**src/rtl/core/tbha_pkg.sv**
```systemverilog
// Package for the token bucket hammer admission block.
// Holds register codes, reset values, verdict codes and shared structs.
// No dependencies.
`default_nettype none

package tbha_pkg;

    // Fixed-point fraction of the token level.
    localparam int unsigned TOKEN_FRAC = 10;
    localparam logic [25:0] TOKEN_ONE  = 26'd1024;

    // Register indexes on the configuration port.
    localparam logic [2:0] REG_ENABLE  = 3'd0;
    localparam logic [2:0] REG_RATE    = 3'd1;
    localparam logic [2:0] REG_BURST   = 3'd2;
    localparam logic [2:0] REG_MULT    = 3'd3;
    localparam logic [2:0] REG_SUSTAIN = 3'd4;
    localparam logic [2:0] REG_BAN_SEC = 3'd5;

    // Reset values of the registers.
    localparam logic        RST_ENABLE  = 1'b1;
    localparam logic [25:0] RST_RATE    = 26'd10240;
    localparam logic [15:0] RST_BURST   = 16'd20;
    localparam logic [7:0]  RST_MULT    = 8'd4;
    localparam logic [15:0] RST_SUSTAIN = 16'd5;
    localparam logic [19:0] RST_BAN_SEC = 20'd3600;

    // Verdict codes.
    localparam logic [1:0] VERDICT_ADMIT  = 2'd0;
    localparam logic [1:0] VERDICT_BANNED = 2'd1;
    localparam logic [1:0] VERDICT_EMPTY  = 2'd2;
    localparam logic [1:0] VERDICT_HAMMER = 2'd3;

    typedef struct packed {
        logic        enable;
        logic [25:0] rate;
        logic [15:0] burst;
        logic [7:0]  mult;
        logic [15:0] sustain;
        logic [19:0] ban_sec;
    } t_cfg;

    // Commands from the controller to the datapath.
    typedef struct packed {
        logic clear;
        logic load;
        logic mul_lo;
        logic mul_hi;
        logic add;
        logic commit;
    } t_dp_cmd;

    // Status from the datapath to the controller.
    typedef struct packed {
        logic clear_done;
        logic out_free;
    } t_dp_sts;

endpackage

`default_nettype wire

```
**src/rtl/core/tbha_ctrl.sv**
```systemverilog
// Controller state machine of the admission block.
// Depends on tbha_pkg; drives the datapath through command structs.
`default_nettype none

module tbha_ctrl (
    input  wire logic              i_clk,
    input  wire logic              i_rst_n,
    input  wire logic              i_req_valid,
    output logic                   o_req_ready,
    input  tbha_pkg::t_dp_sts      i_sts,
    output tbha_pkg::t_dp_cmd      o_cmd
);

    localparam logic [2:0] ST_CLEAR = 3'd0;
    localparam logic [2:0] ST_IDLE  = 3'd1;
    localparam logic [2:0] ST_MLO   = 3'd2;
    localparam logic [2:0] ST_MHI   = 3'd3;
    localparam logic [2:0] ST_ADD   = 3'd4;
    localparam logic [2:0] ST_UPD   = 3'd5;

    logic [2:0] r_state;
    logic [2:0] n_state;

    assign o_req_ready = (r_state == ST_IDLE);

    // Next state and commands.
    always_comb begin
        n_state = r_state;
        o_cmd   = '0;
        unique case (r_state)
            ST_CLEAR: begin
                o_cmd.clear = 1'b1;
                if (i_sts.clear_done) n_state = ST_IDLE;
            end
            ST_IDLE: begin
                if (i_req_valid) begin
                    o_cmd.load = 1'b1;
                    n_state    = ST_MLO;
                end
            end
            ST_MLO: begin
                o_cmd.mul_lo = 1'b1;
                n_state      = ST_MHI;
            end
            ST_MHI: begin
                o_cmd.mul_hi = 1'b1;
                n_state      = ST_ADD;
            end
            ST_ADD: begin
                o_cmd.add = 1'b1;
                n_state   = ST_UPD;
            end
            ST_UPD: begin
                if (i_sts.out_free) begin
                    o_cmd.commit = 1'b1;
                    n_state      = ST_IDLE;
                end
            end
            default: n_state = ST_IDLE;
        endcase
    end

    // State register.
    always_ff @(posedge i_clk) begin
        if (!i_rst_n) begin
            r_state <= ST_CLEAR;
        end else begin
            r_state <= n_state;
        end
    end

endmodule

`default_nettype wire

```
**config.mk**
```make
export PLATFORM = sky130hd
export DESIGN_NAME = tbha_ctrl
export DESIGN_NICKNAME = d
export VERILOG_FILES = /design/src/rtl/core/tbha_pkg.sv /design/src/rtl/core/tbha_ctrl.sv
export SDC_FILE = /design/constraint.sdc
export NUM_CORES = 1
export LEC_CHECK = 0
export ABC_AREA = 1
export ABC_CLOCK_PERIOD_IN_PS = 950
export BUFFER_PORTS_ARGS = -buffer_cell sky130_fd_sc_hd__buf_2
export CORE_AREA = 3 3 40 42
export CTS_CLUSTER_SIZE = 10
export DETAILED_ROUTE_END_ITERATION = 10
export DIE_AREA = 0 0 43 45
export PLACE_DENSITY = 0.39
export SYNTH_ARGS = -nofsm -noshare
export SYNTH_HDL_FRONTEND = slang
export SYNTH_SLANG_ARGS = --single-unit
```
**constraint.sdc**
```tcl
create_clock -name i_clk -period 0.95 [get_ports i_clk]
set_input_delay 0.19 -clock i_clk [delete_from_list [all_inputs] [get_ports i_clk]]
set_output_delay 0.19 -clock i_clk [all_outputs]
set_load 0.03 [all_outputs]
```
Word level (Yosys, flattened, before mapping)
Index checks and enable logic that the tools add are counted.
{"block": "totals", "ff_bits": 3, "input_bits": 5, "out_inout_bits": 7, "elab_cells": 23}
{"block": "op_classes", "n_eq_ne": 8, "mux": 12, "reduce_logical": 2}
{"op": "$pmux W3 S6", "count": 1}
{"op": "$mux W3", "count": 3}
{"op": "$mux W1", "count": 8}
{"op": "$eq A3 B2 Y1 const B", "count": 2}
{"op": "$eq A3 B3 Y1 const B", "count": 2}
{"op": "$ne A2 B2 Y1 const B", "count": 3}
{"op": "$eq A3 B1 Y1 const B", "count": 1}
{"op": "$logic_not A3 Y1", "count": 1}
{"op": "$reduce_and A3 Y1", "count": 1}

Logic depth before layout (Yosys ltp)
{"block": "logic_depth", "depth_word": 3, "depth_mapped": 6, "ltp_nobuf": 6}

Least setup slack after synthesis
OpenSTA, ideal clock, no wires.
{"block": "synth_path", "path_type": "reg2out", "startpoint": "register r_state[2]", "endpoint": "output o_cmd[0] in the netlist's numbering", "t_arrival_ns": 1.423, "required_time_ns": 0.760, "slack_ns": -0.663, "stages_incl_launch_ff": 3, "path_buffers": 0, "cell_sequence": "dfxtp_1 inv_2 nor4_1"}
{"element": "from (decl)", "line_no": "tbha_ctrl.sv:21", "text": "logic [2:0] r_state;"}
{"element": "from (signal assigned)", "line_no": "tbha_ctrl.sv:68", "text": "r_state <= n_state;"}
{"element": "to (decl)", "line_no": "tbha_ctrl.sv:11", "text": "output tbha_pkg::t_dp_cmd o_cmd"}

==> flow_metrics.env <==
export IMPL_multi_input_area_sq_um=184
export IMPL_ioPinCount=12
export IMPL_synth_nets=39
export IMPL_fin_util_pct=36.6
export IMPL_syn_area_per_cell_sq_um=6.15
export IMPL_rows=13
export IMPL_vias_per_cell=3.79
export IMPL_crit_start="r_state[1]"
export IMPL_cp_required_ns=0.76
export IMPL_setup_violations=8
export IMPL_grt_ovfl_total=0
export IMPL_cp_max_fo=4
export IMPL_start_kind="flip-flop"
export IMPL_die_h_microns=45
export IMPL_reg_largest_list="r_state (3)"
export IMPL_clkTransAtPathRegs_ns=0.04
export IMPL_register_area_sq_um=71.3
export IMPL_clock_skew_ns=0.00713
export IMPL_antenna_cells=0
export IMPL_final_common_cell="buf_6"
export IMPL_place_area_sq_um=357
export IMPL_antenna_found_initial=0
export IMPL_period_share_pct=129
export IMPL_violations="negative setup slack"
export IMPL_dp_hpwl_microns=490
export IMPL_grt_max_degree=6
export IMPL_rsz0062_at_grt="yes"
export IMPL_ys_ff_latch=3
export IMPL_netlist_area_sq_um=209
export IMPL_clk_path_buf_depth=2
export IMPL_worst_pin_slew_ns=0.177
export IMPL_synthToLayoutAreaGrowth_pct=125
export IMPL_drt_iter0_markers=0
export IMPL_gp_congestion=0.639
export IMPL_max_slew_margin_pct=88.1
export IMPL_min_path_type="primary input to flip-flop"
export IMPL_num_fill_cells=138
export IMPL_drv_slew=0
export IMPL_initial_core_util_pct=16.3
export IMPL_drive_gt1_share_pct=75.5
export IMPL_portBuffers=11
export IMPL_crit_arrival_ns=1.04
export IMPL_wl_per_cell_microns=8.51
export IMPL_synth_yosys_seq_area_share_pct=28.7
export IMPL_ctsHoldBuffers=0
export IMPL_grt_pass1_wl_microns=1060
export IMPL_post_place_ws_ns=-0.120
export IMPL_drcViolationCount=0
export IMPL_cts_tree="yes"
export IMPL_numPlacedInstances=63
export IMPL_largest_reg_flops=3
export IMPL_endpoint_kind="output pin"
export IMPL_clockRootBuffer="clkbuf_4"
export IMPL_status="finished, violations left"
export IMPL_path_class="flip-flop to output pin"
export IMPL_htreeDepth=1
export IMPL_die_area_sq_um=1940
export IMPL_fin_area_sq_um=470
export IMPL_tns_ns=-1.82
export IMPL_fin_crit_ns=1.23
export IMPL_grt_util_all_layers_pct=7.89
export IMPL_die_w_microns=43
export IMPL_largest_register="r_state"
export IMPL_finalNonFillerCells=68
export IMPL_r2r_start="r_state[0]"
export IMPL_ant_nets=0
export IMPL_core_sq_um=1280
export IMPL_fin_nets=59
export IMPL_cts_buffers=3
export IMPL_fmax_mhz=815
export IMPL_ys_warn_count=0
export IMPL_hold_viol_final=0
export IMPL_synthCells=34
export IMPL_final_cell_mix="6 x buf_6, 5 x nor2_4, 5 x inv_1, 5 x buf_4, 4 x buf_2"
export IMPL_clock_latency_ns=0.23
export IMPL_fin_ws_ns=-0.277
export IMPL_power_leakage_nw=0.226
export IMPL_dr_pass1_iters=1
export IMPL_synth_cell_types=14
export IMPL_cts_sinks=3
export IMPL_power_density_nw_per_um2=1470
export IMPL_first_global_vias=256
export IMPL_wirelength_microns=579
export IMPL_ir_drop_mv=0.446
export IMPL_cap_violations=0
export IMPL_hold_start="i_rst_n"
export IMPL_vias=258
==> worst paths after layout <==
| check | to | slack, ns | cells after the start |
|---|---|---|---|
| max reg2reg | r_state[0] | -0.04 | 7 |
| min reg2reg | r_state[1] | 0.66 | 4 |
| min | r_state[0] | 0.20 | 3 |
| max | o_cmd[0] | -0.28 | 2 |
==> cell type report <==
cell class / instances / share of cell area [%]
sequential: 3 / 15.2
clock buffer: 4 / 5.59
inverter: 10 / 9.57
tap: 15 / 3.99
multi-input combinational: 21 / 39.1
timing repair buffer: 15 / 26.6
==> routing by layer <==
layer  vias to the layer above  GRT usage [%]  share of wire [%]
met3                         0           5.18                6.6
met1                       109           8.61                 42
met4                         0           5.42                  0
met2                         6           11.1                 51
met5                         -              0                  0
li1                        143              -                  -
==> stage by stage <==
step,power [W],hold WS (ns)
floorplan,0.000334,0.311
global placement,0.000400,0.434
detailed placement,0.000396,0.434
CTS,0.000694,0.192
global route,0.000741,0.212
finish,0.000690,0.198
==> critical path, cell delays in order (launching register included) <==
cell and delay [ns]:
dfxtp_4 0.36, nor4_4 0.25, buf_4 0.19
==> Yosys cell counts, drive strengths merged <==
| cell | number | area (sq um) |
|---|---|---|
| dfxtp | 3 | 60.1 |
| inv | 10 | 37.5 |
| nand2 | 4 | 17.5 |
| nand3 | 3 | 20.0 |
| nand3b | 1 | 7.51 |
| nand4 | 1 | 6.26 |
| nor2 | 9 | 36.3 |
| nor3 | 1 | 10.0 |
| nor3b | 1 | 7.51 |
| nor4 | 1 | 6.26 |
==> kinds of logic after synthesis <==
group	share of synthesized area [%]
and+or+nand+nor	53.3
buffers and inverters	18.0
DFF	28.7
==> power by group <==
group	switching [W]	leakage, nW	internal (W)	total (W)
logic	0.000176	0.184	0.000127	0.000302
clock network	0.0000690	0.0150	0.000158	0.000227
registers	0.0000225	0.0267	0.000139	0.000162
total	0.000267	0.226	0.000423	0.000690
==> repair_timing <==
| item | in CTS | in global routing |
|---|---|---|
| resized for setup | 25 | 2 |
| hold endpoints to repair | 0 | 0 |
| pin swaps | 1 | 1 |
| buffers inserted | 0 | 1 |
| endpoints found under the setup margin | 9 | 9 |
(Power assumes the default switching activity.)
