**src/rtl/core/tbha_pkg.sv**
```systemverilog
// Package for the token bucket hammer admission block.
// Holds register codes, reset values, verdict codes and shared structs.
// No dependencies.
`default_nettype none

package tbha_pkg;

    // Fixed-point fraction of the token level.
    localparam int unsigned TOKEN_FRAC = 10;
    localparam logic [25:0] TOKEN_ONE  = 26'd1024;

    // Register indexes on the configuration port.
    localparam logic [2:0] REG_ENABLE  = 3'd0;
    localparam logic [2:0] REG_RATE    = 3'd1;
    localparam logic [2:0] REG_BURST   = 3'd2;
    localparam logic [2:0] REG_MULT    = 3'd3;
    localparam logic [2:0] REG_SUSTAIN = 3'd4;
    localparam logic [2:0] REG_BAN_SEC = 3'd5;

    // Reset values of the registers.
    localparam logic        RST_ENABLE  = 1'b1;
    localparam logic [25:0] RST_RATE    = 26'd10240;
    localparam logic [15:0] RST_BURST   = 16'd20;
    localparam logic [7:0]  RST_MULT    = 8'd4;
    localparam logic [15:0] RST_SUSTAIN = 16'd5;
    localparam logic [19:0] RST_BAN_SEC = 20'd3600;

    // Verdict codes.
    localparam logic [1:0] VERDICT_ADMIT  = 2'd0;
    localparam logic [1:0] VERDICT_BANNED = 2'd1;
    localparam logic [1:0] VERDICT_EMPTY  = 2'd2;
    localparam logic [1:0] VERDICT_HAMMER = 2'd3;

    typedef struct packed {
        logic        enable;
        logic [25:0] rate;
        logic [15:0] burst;
        logic [7:0]  mult;
        logic [15:0] sustain;
        logic [19:0] ban_sec;
    } t_cfg;

    // Commands from the controller to the datapath.
    typedef struct packed {
        logic clear;
        logic load;
        logic mul_lo;
        logic mul_hi;
        logic add;
        logic commit;
    } t_dp_cmd;

    // Status from the datapath to the controller.
    typedef struct packed {
        logic clear_done;
        logic out_free;
    } t_dp_sts;

endpackage

`default_nettype wire

```
**src/rtl/core/tbha_regs.sv**
```systemverilog
// APB configuration registers of the admission block.
// Depends on tbha_pkg.
`default_nettype none

module tbha_regs (
    input  wire logic          i_clk,
    input  wire logic          i_rst_n,
    input  wire logic          psel,
    input  wire logic          penable,
    input  wire logic          pwrite,
    input  wire logic [4:0]    paddr,
    input  wire logic [31:0]   pwdata,
    output logic [31:0]        prdata,
    output logic               pready,
    output tbha_pkg::t_cfg     o_cfg
);

    tbha_pkg::t_cfg r_cfg;
    logic           wr;

    assign pready = 1'b1;
    assign wr     = psel && penable && pwrite;
    assign o_cfg  = r_cfg;

    // Register writes.
    always_ff @(posedge i_clk) begin
        if (!i_rst_n) begin
            r_cfg.enable  <= tbha_pkg::RST_ENABLE;
            r_cfg.rate    <= tbha_pkg::RST_RATE;
            r_cfg.burst   <= tbha_pkg::RST_BURST;
            r_cfg.mult    <= tbha_pkg::RST_MULT;
            r_cfg.sustain <= tbha_pkg::RST_SUSTAIN;
            r_cfg.ban_sec <= tbha_pkg::RST_BAN_SEC;
        end else if (wr) begin
            unique case (paddr[4:2])
                tbha_pkg::REG_ENABLE:  r_cfg.enable  <= pwdata[0];
                tbha_pkg::REG_RATE:    r_cfg.rate    <= pwdata[25:0];
                tbha_pkg::REG_BURST:   r_cfg.burst   <= pwdata[15:0];
                tbha_pkg::REG_MULT:    r_cfg.mult    <= pwdata[7:0];
                tbha_pkg::REG_SUSTAIN: r_cfg.sustain <= pwdata[15:0];
                tbha_pkg::REG_BAN_SEC: r_cfg.ban_sec <= pwdata[19:0];
                default: ;
            endcase
        end
    end

    // Read-back multiplexer.
    always_comb begin
        unique case (paddr[4:2])
            tbha_pkg::REG_ENABLE:  prdata = {31'd0, r_cfg.enable};
            tbha_pkg::REG_RATE:    prdata = {6'd0, r_cfg.rate};
            tbha_pkg::REG_BURST:   prdata = {16'd0, r_cfg.burst};
            tbha_pkg::REG_MULT:    prdata = {24'd0, r_cfg.mult};
            tbha_pkg::REG_SUSTAIN: prdata = {16'd0, r_cfg.sustain};
            tbha_pkg::REG_BAN_SEC: prdata = {12'd0, r_cfg.ban_sec};
            default:               prdata = 32'd0;
        endcase
    end

endmodule

`default_nettype wire

```
**config.mk**
```make
export PLATFORM = sky130hd
export DESIGN_NAME = tbha_regs
export DESIGN_NICKNAME = d
export VERILOG_FILES = /design/src/rtl/core/tbha_pkg.sv /design/src/rtl/core/tbha_regs.sv
export SDC_FILE = /design/constraint.sdc
export NUM_CORES = 1
export LEC_CHECK = 0
export BUFFER_PORTS_ARGS = -buffer_cell sky130_fd_sc_hd__buf_2
export CAP_MARGIN = 20
export CORE_MARGIN = 5
export CORE_UTILIZATION = 48
export DETAILED_ROUTE_END_ITERATION = 10
export GPL_TIMING_DRIVEN = 0
export PLACE_DENSITY = 0.79
export SYNTH_ARGS = -nofsm -noshare
export SYNTH_HDL_FRONTEND = slang
export SYNTH_SLANG_ARGS = --single-unit
```
**constraint.sdc**
```tcl
create_clock -name i_clk -period 1.4 [get_ports i_clk]
set_clock_uncertainty 0.05 [all_clocks]
set_input_delay 0.14 -clock i_clk [delete_from_list [all_inputs] [get_ports i_clk]]
set_output_delay 0.14 -clock i_clk [all_outputs]
set_load 0.01 [all_outputs]
```
Word-level counts from Yosys, hierarchy flattened
Index checks and enable logic that the tools add are counted.

Bits in registers: 87. Input port bits: 42. Logic and storage cells: 21.

Equal/unequal tests: 5. Mux-type cells: 1. Reductions and logical operators: 9.

Operator list (count): $pmux 26 s6 (1); $reduce_and 2->1 (6); $eq 3x2->1 const B (2); $eq 3x3->1 const B (2); $eq 3x1->1 const B (1); $logic_not 3->1 (1); $logic_and 1x1->1 (2).

Depth between registers and ports, before layout
Word-level depth: 3. Gate-level depth with buffers: 7. Gate-level depth less buffers: 3.

Least setup slack after synthesis
Ideal clock, no wire load.

Kind: input to output. From: in paddr[2]. To: out prdata[4]. Arrival: 1.096 ns. Required time: 1.210 ns. Setup slack: 0.114 ns. Stages: 5. Buffers on the path: 2. Cell sequence: buf_2 nor2b_1 buf_2 a22oi_1 o22ai_1.

Cells in the longest elaborated chain, start to end: 2.

RTL lines: start, declared (RTL line tbha_regs.sv:11) `input wire logic [4:0] paddr,`; $eq 3x3->1, or another cell as far along (RTL line tbha_regs.sv:49) `unique case (paddr[4:2])`; $pmux 26 s6 (*) (RTL line tbha_regs.sv:49); end, declared (RTL line tbha_regs.sv:13) `output logic [31:0] prdata,`.

Every way passes the cells marked *; elsewhere a longest branch is shown, timed or not.

Final worst setup path
From: reg r_cfg, in the netlist o_cfg[0]. To: out prdata[0].

Cells in the longest elaborated chain, start to end: 1.

RTL lines: start, declared (RTL line tbha_regs.sv:18) `tbha_pkg::t_cfg r_cfg;`; $pmux 26 s6 (RTL line tbha_regs.sv:49).

No other way between the ends.

==> flow_summary.ini <==
[drt]
routedWlPerCell_um = 19.69
drt_iter0_drc = 206
num_vias = 4003
vias_per_cell = 5.630
routed_wl_mm = 14.00
drt_first_pass_iters = 5
ant_nets = 0
post-route-drc-count = 0

[power_and_ir_drop]
power.total_mw = 4.610
p_seq_frac = 0.544
power.leakage_nw = 2.545
p_per_area_mw_per_mm2 = 860.2
comb_power_share = 0.116
intPower_mw = 3.380
p_sw_mw = 1.230
clkPwrFrac = 0.340
ir_drop_mv = 0.4926
switching_share = 0.2667

[setup_path]
critical_path_class = register to output port
setup.worst_path.end_class = output port
cp.required_ns = 1.21
cp.arrival_ns = 1.42
cp-start-kind = register
worst-path-max-fanout = 2

[status]
violations = setup timing
status = finished with violations

[min_path]
min_path_type = input pin to register

[synth]
syn_area_sq_mm = 0.004030
syn_avg_cell_area_sq_um = 9.460
synth_warnings = 0
synth-seq-cells = 87
ys_types = 30
synthCells = 426
ys_seq_area_frac = 0.4322

[clocking]
cts_sinks = 87
cts_buffer_depth = 2
cts_buffers = 9
clk_latency_ns = 0.35
h-tree-depth = 3
cts_tree = built
cts_root_buffer = clkbuf_8
cts.clk_slew.worst_paths_ns = 0.09

[final_layout]
fillers = 683
drive_above_1_share = 0.4026
antenna_cells = 0
final_util = 0.6522
syn_to_final_growth_pct = 32.97
largest_register_ff_count = 87
design_area_sq_mm = 0.005359
layout.nets = 644
layout.cells.non_filler = 711

[timing]
rsz0062_at_grt = true
final-setup-viol-count = 7
worst_slack_ns = -0.2115
post-route-period-util = 1.151
tns_ns = -1.037
worst_pin_slew_ns = 0.7933
slew_headroom = 0.4711
final_max_slew_viol_count = 0
max_freq_mhz = 620.5
finalCriticalPeriod_ns = 1.611
whs_ns = 0.008472
hold_viol = 0

[floorplan]
std_cell_rows = 33
core_area_sq_mm = 0.008217
die_w_um = 101.6
fp.dieArea_sq_mm = 0.01033
die_height_um = 101.6
initial_core_util = 0.4905
pin_count = 162

[grt]
grt_pass1_wl_mm = 21.17
grt_max_degree = 14
antenna_found_initial = 1
track_usage = 0.2673
globalRoute.totalOverflow = 0
grt_pass1_vias = 4009

[run]
cap_violations = 0

[placed_design]
post-place-ws_ns = -0.3823
place_area_sq_mm = 0.004896
numPlacedInstances = 679
portBuffers = 143
place_congestion = 0.8551
place_hpwl_mm = 9.787
[layer usage]
metal	share of wire	wire (um)	vias to the layer above	GRT usage
li1	-	-	1797	-
met1	0.39	5414	1930	0.3153
met2	0.47	6609	231	0.4517
met3	0.11	1512	43	0.08127
met4	0.032	448	2	0.1104
met5	0.0013	18	-	0
[worst max-delay path: stages, from the launching register on]
cell,delay [ns]
dfxtp_2,0.33
mux4_2,0.47
inv_2,0.07
o22ai_2,0.06
buf_2,0.14
[cells by family (layout without fill, tap and decap cells)]
family / after synthesis / count (layout) / synth area share
buffers and inverters: 49 / 224 / 0.06520
multiplexers: 105 / 105 / 0.2658
AND/OR/NAND/NOR: 133 / 133 / 0.1509
AO/OA/AOI/OAI: 50 / 50 / 0.08413
other: 2 / 7 / 0.001863
flip-flops: 87 / 87 / 0.4322
[what timing repair did]
item | 4_1_cts | 5_1_grt
hold buffers | 6 | 0
buffers inserted | 8 | 3
setup endpoints to repair | 23 | 32
resized for setup | 36 | 28
pin swaps | 4 | 3
hold endpoints to repair | 6 | 0
cloned | 0 | 0
[area by class of cell]
type	instances	area, sq um	area share
Multi-Input combinational cell	295	2135	0.3983
Clock buffer	12	145.1	0.02708
Clock inverter	3	20.02	0.003736
Timing Repair Buffer	160	858.3	0.1602
Buffer	42	280.3	0.05230
Tap cell	105	131.4	0.02452
Inverter	7	26.28	0.004903
Sequential cell	87	1763	0.3290
[power by group through the flow]
stage	Combinational [mW]	Sequential [mW]	Clock, mW
2_1_floorplan	0.272	2.57	0
3_3_place_gp	0.459	2.56	0
3_5_place_dp	0.472	2.57	0
4_1_cts	0.508	2.51	1.56
5_1_grt	0.567	2.51	1.65
6_report	0.535	2.51	1.57
[cell usage after synthesis, drive strengths merged]
| cell | number | area share |
|---|---|---|
| nand2 | 102 | 0.095 |
| mux2i | 98 | 0.24 |
| dfxtp | 87 | 0.43 |
| buf | 23 | 0.041 |
| clkbuf | 19 | 0.018 |
| a22oi | 14 | 0.026 |
| o22ai | 14 | 0.022 |
| nor2 | 11 | 0.020 |
| o21ai | 10 | 0.012 |
| inv | 7 | 0.0065 |
| and3 | 6 | 0.0093 |
| mux2 | 6 | 0.017 |
| nor2b | 6 | 0.0093 |
| o211ai | 6 | 0.011 |
| nand2b | 3 | 0.0047 |
| o311ai | 3 | 0.0065 |
| or2 | 3 | 0.0047 |
| conb | 2 | 0.0019 |
| a221oi | 1 | 0.0022 |
| mux4 | 1 | 0.0056 |
| nand4 | 1 | 0.0016 |
| nand4b | 1 | 0.0059 |
| o21a | 1 | 0.0019 |
| o22a | 1 | 0.0022 |
[cells in the final DEF, fill, tap and decap left out, types with 9 or more instances in the layout]
master and n:
buf_2 146, nand2_1 102, mux2i_1 98, dfxtp_1 70, buf_4 27, dfxtp_2 17, clkbuf_1 12, clkbuf_8 10
o22ai_1 9, o21ai_0 9
[final timing paths]
path | from | end | slack (ns) | cells past startpoint
hold reg to reg | o_cfg[43]$_SDFFE_PN0P_ | o_cfg[43]$_SDFFE_PN0P_ | 0.42 | 2
setup reg to reg | o_cfg[38]$_SDFFE_PN1P_ | o_cfg[38]$_SDFFE_PN1P_ | 0.60 | 3
setup / recovery | o_cfg[0]$_SDFFE_PN0P_ | prdata[0] | -0.21 | 4
hold / removal | pwdata[16] | o_cfg[76]$_SDFFE_PN0P_ | 0.008 | 3
(Power assumes the default switching activity.)
